===== config.mk =====
export PLATFORM = sky130hd
export DESIGN_NAME = http_chunked_body_decoder_top
export DESIGN_NICKNAME = d
export VERILOG_FILES = /design/src/hw/rtl/hcbd_pkg.sv /design/src/hw/rtl/hcbd_csr.sv /design/src/hw/rtl/hcbd_fsm.sv /design/src/hw/rtl/http_chunked_body_decoder_top.sv
export SDC_FILE = /design/constraint.sdc
export NUM_CORES = 1
export LEC_CHECK = 0
export BUFFER_PORTS_ARGS = -buffer_cell sky130_fd_sc_hd__buf_2
export CAP_MARGIN = 10
export CORE_ASPECT_RATIO = 1.25
export CORE_UTILIZATION = 53
export DETAILED_ROUTE_END_ITERATION = 6
export GPL_TIMING_DRIVEN = 0
export PLACE_DENSITY_LB_ADDON = 0.2
export RECOVER_POWER = 25
export SYNTH_ARGS = -nofsm -noshare
export SYNTH_HDL_FRONTEND = slang
export SYNTH_SLANG_ARGS = --single-unit

===== constraint.sdc =====
create_clock -name clock -period 4.5 [get_ports clock]
set_input_delay 0.45 -clock clock [delete_from_list [all_inputs] [get_ports clock]]
set_output_delay 0.45 -clock clock [all_outputs]
set_load 0.01 [all_outputs]

===== src/hw/rtl/hcbd_pkg.sv =====
// Shared types, codes and helpers for the chunked body decoder.
// No dependencies; used by every module in hw/rtl.
package hcbd_pkg;

   localparam int LEN_BITS_DEF  = 31;
   localparam int CSR_ADDR_BITS = 3;
   localparam int CSR_DATA_BITS = 32;

   localparam logic [7:0] CH_CR   = 8'h0D;
   localparam logic [7:0] CH_LF   = 8'h0A;
   localparam logic [7:0] CH_X_LO = 8'h78;
   localparam logic [7:0] CH_X_UP = 8'h58;

   typedef enum logic [6:0] {
      PH_SIZE_FIRST = 7'b0000001,
      PH_SIZE_MORE  = 7'b0000010,
      PH_SIZE_LF    = 7'b0000100,
      PH_DATA       = 7'b0001000,
      PH_DATA_CR    = 7'b0010000,
      PH_DATA_LF    = 7'b0100000,
      PH_STOPPED    = 7'b1000000
   } phase_type;

   typedef enum logic [2:0] {
      ST_BUSY       = 3'd0,
      ST_DONE       = 3'd1,
      ST_BAD_CHAR   = 3'd2,
      ST_NO_SIZE_LF = 3'd3,
      ST_OVERFLOW   = 3'd4,
      ST_NO_DATA_CR = 3'd5,
      ST_NO_DATA_LF = 3'd6
   } status_type;

   typedef enum logic [1:0] {
      PX_NONE        = 2'd0,
      PX_LONE_ZERO   = 2'd1,
      PX_DIGITS      = 2'd2,
      PX_AWAIT_DIGIT = 2'd3
   } prefix_type;

   localparam logic CSR_IDX_PASS_PAYLOAD = 1'b0;

   typedef struct packed {
      logic       payload_valid;
      logic [7:0] payload_byte;
      status_type status;
   } result_type;

   // {is_hex, value}
   function automatic logic [4:0] hex_value(input logic [7:0] c);
      logic [4:0] r;
      r = 5'd0;
      if (c inside {[8'h30:8'h39]}) begin
         r = {1'b1, 4'(c - 8'h30)};
      end else if (c inside {[8'h61:8'h66]}) begin
         r = {1'b1, 4'(c - 8'h57)};
      end else if (c inside {[8'h41:8'h46]}) begin
         r = {1'b1, 4'(c - 8'h37)};
      end
      return r;
   endfunction

endpackage


===== src/hw/rtl/hcbd_csr.sv =====
// Configuration register block (pass_payload) behind an APB-style port.
// Depends on hcbd_pkg.
module hcbd_csr (
   input  logic                                 clock,
   input  logic                                 reset,
   input  logic                                 psel,
   input  logic                                 penable,
   input  logic                                 pwrite,
   input  logic [hcbd_pkg::CSR_ADDR_BITS-1:0]   paddr,
   input  logic [hcbd_pkg::CSR_DATA_BITS-1:0]   pwdata,
   output logic [hcbd_pkg::CSR_DATA_BITS-1:0]   prdata,
   output logic                                 pready,
   output logic                                 pass_payload
);

   logic pass_payload_ff;
   logic pass_payload_in;
   logic wr_en;

   assign pready = 1'b1;
   assign wr_en  = psel && penable && pwrite;

   always_comb begin
      pass_payload_in = pass_payload_ff;
      if (wr_en && (paddr[2] == hcbd_pkg::CSR_IDX_PASS_PAYLOAD)) begin
         pass_payload_in = pwdata[0];
      end
   end

   always_ff @(posedge clock) begin
      if (reset) begin
         pass_payload_ff <= 1'b1;
      end else begin
         pass_payload_ff <= pass_payload_in;
      end
   end

   always_comb begin
      prdata = '0;
      if (paddr[2] == hcbd_pkg::CSR_IDX_PASS_PAYLOAD) begin
         prdata[0] = pass_payload_ff;
      end
   end

   assign pass_payload = pass_payload_ff;

endmodule


===== src/hw/rtl/hcbd_fsm.sv =====
// Framing state and per-byte decode logic; state commits on each step.
// Depends on hcbd_pkg.
module hcbd_fsm #(
   parameter int LEN_BITS = hcbd_pkg::LEN_BITS_DEF
) (
   input  logic                   clock,
   input  logic                   reset,
   input  logic                   step,
   input  logic [7:0]             body_byte,
   input  logic                   pass_payload,
   output hcbd_pkg::result_type   result
);

   hcbd_pkg::phase_type  phase_ff,  phase_in;
   hcbd_pkg::prefix_type prefix_ff, prefix_in;
   hcbd_pkg::status_type status_ff, status_in;
   logic [LEN_BITS-1:0]  len_ff, len_in;
   logic [LEN_BITS-1:0]  cnt_ff, cnt_in;
   logic [LEN_BITS-1:0]  cnt_inc;
   logic [4:0]           hex;
   logic                 is_hex;
   logic [3:0]           hv;
   logic                 pv;
   logic [7:0]           pb;

   assign hex     = hcbd_pkg::hex_value(body_byte);
   assign is_hex  = hex[4];
   assign hv      = hex[3:0];
   assign cnt_inc = cnt_ff + LEN_BITS'(1);

   always_comb begin
      phase_in  = phase_ff;
      prefix_in = prefix_ff;
      status_in = status_ff;
      len_in    = len_ff;
      cnt_in    = cnt_ff;
      pv        = 1'b0;
      pb        = 8'd0;
      case (phase_ff)
         hcbd_pkg::PH_SIZE_FIRST: begin
            if (!is_hex) begin
               status_in = hcbd_pkg::ST_BAD_CHAR;
               phase_in  = hcbd_pkg::PH_STOPPED;
            end else begin
               len_in    = LEN_BITS'(hv);
               prefix_in = (hv == 4'd0) ? hcbd_pkg::PX_LONE_ZERO : hcbd_pkg::PX_DIGITS;
               phase_in  = hcbd_pkg::PH_SIZE_MORE;
            end
         end
         hcbd_pkg::PH_SIZE_MORE: begin
            if (is_hex) begin
               prefix_in = hcbd_pkg::PX_DIGITS;
               if (len_ff[LEN_BITS-1 -: 4] != 4'd0) begin
                  status_in = hcbd_pkg::ST_OVERFLOW;
                  phase_in  = hcbd_pkg::PH_STOPPED;
               end else begin
                  len_in = {len_ff[LEN_BITS-5:0], hv};
               end
            end else if (body_byte == hcbd_pkg::CH_X_LO || body_byte == hcbd_pkg::CH_X_UP) begin
               if (prefix_ff == hcbd_pkg::PX_LONE_ZERO) begin
                  prefix_in = hcbd_pkg::PX_AWAIT_DIGIT;
                  len_in    = '0;
               end else begin
                  status_in = hcbd_pkg::ST_BAD_CHAR;
                  phase_in  = hcbd_pkg::PH_STOPPED;
               end
            end else if (body_byte == hcbd_pkg::CH_CR) begin
               if (prefix_ff == hcbd_pkg::PX_AWAIT_DIGIT) begin
                  status_in = hcbd_pkg::ST_BAD_CHAR;
                  phase_in  = hcbd_pkg::PH_STOPPED;
               end else begin
                  phase_in = hcbd_pkg::PH_SIZE_LF;
               end
            end else begin
               status_in = hcbd_pkg::ST_BAD_CHAR;
               phase_in  = hcbd_pkg::PH_STOPPED;
            end
         end
         hcbd_pkg::PH_SIZE_LF: begin
            if (body_byte == hcbd_pkg::CH_LF) begin
               cnt_in   = '0;
               phase_in = (len_ff == '0) ? hcbd_pkg::PH_DATA_CR : hcbd_pkg::PH_DATA;
            end else begin
               status_in = hcbd_pkg::ST_NO_SIZE_LF;
               phase_in  = hcbd_pkg::PH_STOPPED;
            end
         end
         hcbd_pkg::PH_DATA: begin
            if (pass_payload) begin
               pv = 1'b1;
               pb = body_byte;
            end
            cnt_in = cnt_inc;
            if (cnt_inc >= len_ff) begin
               phase_in = hcbd_pkg::PH_DATA_CR;
            end
         end
         hcbd_pkg::PH_DATA_CR: begin
            if (body_byte == hcbd_pkg::CH_CR) begin
               phase_in = hcbd_pkg::PH_DATA_LF;
            end else begin
               status_in = hcbd_pkg::ST_NO_DATA_CR;
               phase_in  = hcbd_pkg::PH_STOPPED;
            end
         end
         hcbd_pkg::PH_DATA_LF: begin
            if (body_byte != hcbd_pkg::CH_LF) begin
               status_in = hcbd_pkg::ST_NO_DATA_LF;
               phase_in  = hcbd_pkg::PH_STOPPED;
            end else if (len_ff == '0) begin
               status_in = hcbd_pkg::ST_DONE;
               phase_in  = hcbd_pkg::PH_STOPPED;
            end else begin
               phase_in  = hcbd_pkg::PH_SIZE_FIRST;
               len_in    = '0;
               cnt_in    = '0;
               prefix_in = hcbd_pkg::PX_NONE;
            end
         end
         default: begin
         end
      endcase
   end

   always_ff @(posedge clock) begin
      if (reset) begin
         phase_ff  <= hcbd_pkg::PH_SIZE_FIRST;
         prefix_ff <= hcbd_pkg::PX_NONE;
         status_ff <= hcbd_pkg::ST_BUSY;
         len_ff    <= '0;
         cnt_ff    <= '0;
      end else if (step) begin
         phase_ff  <= phase_in;
         prefix_ff <= prefix_in;
         status_ff <= status_in;
         len_ff    <= len_in;
         cnt_ff    <= cnt_in;
      end
   end

   assign result.payload_valid = pv;
   assign result.payload_byte  = pb;
   assign result.status        = status_in;

endmodule


===== src/hw/rtl/http_chunked_body_decoder_top.sv =====
// Top level of the HTTP chunked body decoder: input register, decode, result register.
// Depends on hcbd_pkg, hcbd_csr, hcbd_fsm.
//
//   channel  | direction | handshake             | payload
//   req      | in        | req_valid/req_ready   | req_body_byte[7:0]
//   rsp      | out       | rsp_valid/rsp_ready   | rsp_payload_valid, rsp_payload_byte, rsp_status
//   csr      | in/out    | psel/penable/pready   | paddr[2:0], pwdata, prdata
//
// One beat per cycle while rsp is not stalled; each beat passes the input and result registers.
// The framing state updates as a byte moves from the input register to the result register.
// Synchronous active-high reset; the block accepts beats as soon as reset is low.
// A stalled rsp holds its result; the input register still takes one more beat.
module http_chunked_body_decoder_top #(
   parameter int LEN_BITS = hcbd_pkg::LEN_BITS_DEF
) (
   input  logic                                 clock,
   input  logic                                 reset,
   input  logic                                 req_valid,
   output logic                                 req_ready,
   input  logic [7:0]                           req_body_byte,
   output logic                                 rsp_valid,
   input  logic                                 rsp_ready,
   output logic                                 rsp_payload_valid,
   output logic [7:0]                           rsp_payload_byte,
   output logic [2:0]                           rsp_status,
   input  logic                                 psel,
   input  logic                                 penable,
   input  logic                                 pwrite,
   input  logic [hcbd_pkg::CSR_ADDR_BITS-1:0]   paddr,
   input  logic [hcbd_pkg::CSR_DATA_BITS-1:0]   pwdata,
   output logic [hcbd_pkg::CSR_DATA_BITS-1:0]   prdata,
   output logic                                 pready
);

   logic                 pass_payload;
   logic                 in_valid_ff, in_valid_in;
   logic [7:0]           in_byte_ff;
   logic                 out_valid_ff, out_valid_in;
   hcbd_pkg::result_type out_result_ff;
   hcbd_pkg::result_type step_result;
   logic                 advance;
   logic                 req_fire;

   hcbd_csr u_csr (
      .clock        (clock),
      .reset        (reset),
      .psel         (psel),
      .penable      (penable),
      .pwrite       (pwrite),
      .paddr        (paddr),
      .pwdata       (pwdata),
      .prdata       (prdata),
      .pready       (pready),
      .pass_payload (pass_payload)
   );

   assign advance   = in_valid_ff && (!out_valid_ff || rsp_ready);
   assign req_ready = !reset && (!in_valid_ff || advance);
   assign req_fire  = req_valid && req_ready;

   hcbd_fsm #(
      .LEN_BITS (LEN_BITS)
   ) u_fsm (
      .clock        (clock),
      .reset        (reset),
      .step         (advance),
      .body_byte    (in_byte_ff),
      .pass_payload (pass_payload),
      .result       (step_result)
   );

   always_comb begin
      in_valid_in  = req_fire || (in_valid_ff && !advance);
      out_valid_in = advance || (out_valid_ff && !rsp_ready);
   end

   always_ff @(posedge clock) begin
      if (reset) begin
         in_valid_ff  <= 1'b0;
         out_valid_ff <= 1'b0;
      end else begin
         in_valid_ff  <= in_valid_in;
         out_valid_ff <= out_valid_in;
      end
   end

   always_ff @(posedge clock) begin
      if (req_fire) begin
         in_byte_ff <= req_body_byte;
      end
      if (advance) begin
         out_result_ff <= step_result;
      end
   end

   assign rsp_valid         = out_valid_ff;
   assign rsp_payload_valid = out_result_ff.payload_valid;
   assign rsp_payload_byte  = out_result_ff.payload_byte;
   assign rsp_status        = out_result_ff.status;

endmodule


==> results.py <==
metrics = {
    "routing": {
        "wire_per_inst_um": 16.7,
        "vias_per_cell": 5.99,
        "vias": 5401,
        "firstDrtPassIters": 5,
        "wl_um": 15000,
        "drt_iter0_drc": 410,
        "antenna_left": 0,
        "drc": 0,
    },
    "cells_and_area": {
        "final_common_cell": "dfxtp_1",
        "areaGrowthSynthToFinish_pct": 13.2,
        "n_antenna_cell": 0,
        "regArea_um2": 2140,
        "final_net_count": 850,
        "multiInputGateArea_um2": 3430,
        "fillCellCount": 939,
        "drive_gt1_share_pct": 11.8,
        "layout_common_cells": "dfxtp_1 (77), nor2_1 (51), a21oi_1 (49), nand2_1 (49), clkbuf_1 (43)",
        "finalNonFillerCells": 901,
        "fin_area_um2": 6740,
    },
    "clock_tree": {
        "hold_buffers": 0,
        "cts.path.max_buffers": 2,
        "cts_tree": "yes",
        "clock-root-buffer": "clkbuf_16",
        "numCtsBuffers": 9,
        "clkSinkCount": 97,
        "clk-insertion-delay-late_ns": 0.35,
        "h-tree-depth": 3,
        "clkTransAtPathRegs_ns": 0.07,
    },
    "die": {
        "initial_utilization_pct": 55.3,
        "die_h_um": 120,
        "die-area_um2": 11700,
        "top_level_ports": 97,
        "die_w_um": 96.8,
        "core_um2": 10800,
        "num_rows": 42,
    },
    "place": {
        "hpwl_um": 11300,
        "io_buffers": 31,
        "placedCellCount": 880,
        "place.gp.congestion": 0.906,
        "placed_area_um2": 6390,
    },
    "critical_path": {
        "path_max_fanout": 6,
        "cp_top_family": "simple AND/OR/NAND/NOR gates",
        "critPathArrivalTime_ns": 4.53,
        "end_kind": "flip-flop",
        "critical-path-slowest-cell": "a2111o_1",
        "cpPeakStageDelay_ns": 0.47,
        "crit_chain": "ha_1 > and4_2 > nand4_1 > nor3_4 > and3_4 > xor2_1 > ha_1 > a211oi_1 > nor2_1 > a2111oi_1 > o21ai_1 > a2111o_1 > nand2_2 > mux2_1",
        "crit_path_start_kind": "flip-flop",
        "cp_common_cell": "ha_1",
        "r2r-start": "u_fsm.cnt_ff[0]$_SDFFE_PP0P_",
        "path_depth": 14,
        "required_ns": 4.74,
        "path_buf_inv": 0,
        "critPathKind": "reg2reg",
        "ff2ff_path_depth": 14,
        "crit_start": "u_fsm.cnt_ff[0]$_SDFFE_PP0P_",
    },
    "synthesis": {
        "synth.distinct_cells": 69,
        "async_flop_share_pct": 0,
        "yosysSeqAreaShare_pct": 36.0,
        "netlist_area_um2": 5950,
        "synthFlopType": "dfxtp_1",
        "synth_area_leaders": "dfxtp_1 (26%), edfxtp_1 (10%), ha_1 (7.6%)",
        "netlist_instances": 687,
        "synth-seq-cells": 97,
        "synth_top_area_share_pct": 25.9,
        "avgSynthCellArea_um2": 8.67,
        "synth_edf_count": 20,
        "yosys_warnings": 0,
        "synth_top_cell_by_area": "dfxtp_1",
    },
    "power": {
        "powerDensity_nw_per_um2": 278,
        "irDropWorstVdd_mv": 0.186,
        "finalPower_mw": 1.87,
        "power.leakage_nw": 2.69,
    },
    "timing": {
        "clock-skew-final_ns": 0.00875,
        "fin_crit_sh_pct": 95.3,
        "worst_pin_slew_ns": 1.23,
        "drv_slew": 0,
        "setup_viol": 0,
        "fin_hold_ws_ns": 0.265,
        "max_slew_margin_pct": 17.7,
        "max_clock_freq_mhz": 233,
        "hold_viol": 0,
        "timing.final.crit_period_ns": 4.29,
        "rsz0062_at_grt": "false",
    },
    "grt": {
        "antenna_found_initial": 0,
        "grt_pass1_vias": 5151,
        "grt_max_degree": 22,
        "grt_pass1_wl_um": 24600,
        "track_usage_pct": 26.2,
        "grt-ovfl-total": 0,
    },
    "hold_path": {
        "hold_start": "req_body_byte[7]",
        "hold-path-cell-count": 1,
        "min_path_type": "in2reg",
    },
    "run": {
        "drv_cap": 0,
    },
    "run_status": {
        "status": "completed",
    },
}
-- synth_stat cells, types with 20 or more instances --
cell type and number:
nor3_1 24, clkbuf_1 26, nand3_1 23, nor2_1 51, ha_1 36, edfxtp_1 20
a21oi_1 49, nand2_1 49, a22o_1 26, buf_4 33, dfxtp_1 77, inv_1 36
-- path summary, 6_finish.rpt --
path | end | slack (ns)
hold reg to reg | u_csr.pass_payload$_SDFFE_PP1P_ | 0.46
setup / recovery | u_fsm.phase_ff[3]$_SDFFE_PP0P_ | 0.21
setup reg to reg | u_fsm.phase_ff[3]$_SDFFE_PP0P_ | 0.21
hold / removal | in_byte_ff[7]$_DFFE_PP_ | 0.27
-- timing repair --
item / in CTS / in global routing
buffers inserted: 2 / 3
gates resized for setup: 5 / 3
pin swaps: 3 / 3
cloned: 0 / 0
hold endpoints to repair: 0 / 0
endpoints found under the setup margin: 7 / 2
-- layer usage --
metal,vias to the layer above,global-route usage (%),routed length [um]
met5,-,0,0
met4,0,14.1,600
met3,40,3.01,540
met2,164,47.2,7780
met1,2586,30.3,6120
li1,2611,-,-
-- where the power goes --
part           internal [mW]  total (mW)  switching, mW
combinational         0.0653       0.168          0.103
clock                  0.440       0.790          0.349
sequential             0.903       0.916         0.0132
total                   1.41        1.87          0.465
-- state kept, by name, summed over array words and instances, names as in the netlist --
register / flops
u_fsm.cnt_ff: 31
rsp_status: 3
in_valid_ff: 1
rsp_valid: 1
u_fsm.status_ff: 3
u_fsm.phase_ff: 7
u_fsm.prefix_ff: 2
u_fsm.len_ff: 31
u_csr.pass_payload: 1
rsp_payload_valid: 1
rsp_payload_byte: 8
in_byte_ff: 8
-- layout make-up --
cell class | instances | share of cell area (%)
timing repair buffer | 36 | 2.56
sequential | 97 | 31.8
tap | 132 | 2.45
inverter | 36 | 2.01
clock inverter | 6 | 1.08
buffer | 67 | 5.89
multi-input combinational | 517 | 50.8
clock buffer | 10 | 3.40
-- per-stage QoR --
stage,setup TNS (ns),setup slack [ns],util [%]
after global placement,-1.98,-0.440,59.3
after CTS,0,0.0549,62.5
final,0,0.212,62.6
after global routing,0,0.0167,62.6
after detailed placement,-2.88,-0.567,59.3
after floorplan,0,0.527,-
-- cells by family after synthesis --
group	Yosys count	synth area share (%)
flip-flops	97	36.0
XOR/XNOR	31	4.56
adder cells (fa/ha/maj)	36	7.57
AND/OR/NAND/NOR	247	22.3
other	2	0.126
AO/OA/AOI/OAI	166	19.7
buffers and inverters	103	8.93
multiplexers	5	0.883
Note: power is estimated with default switching activity, not from simulation.
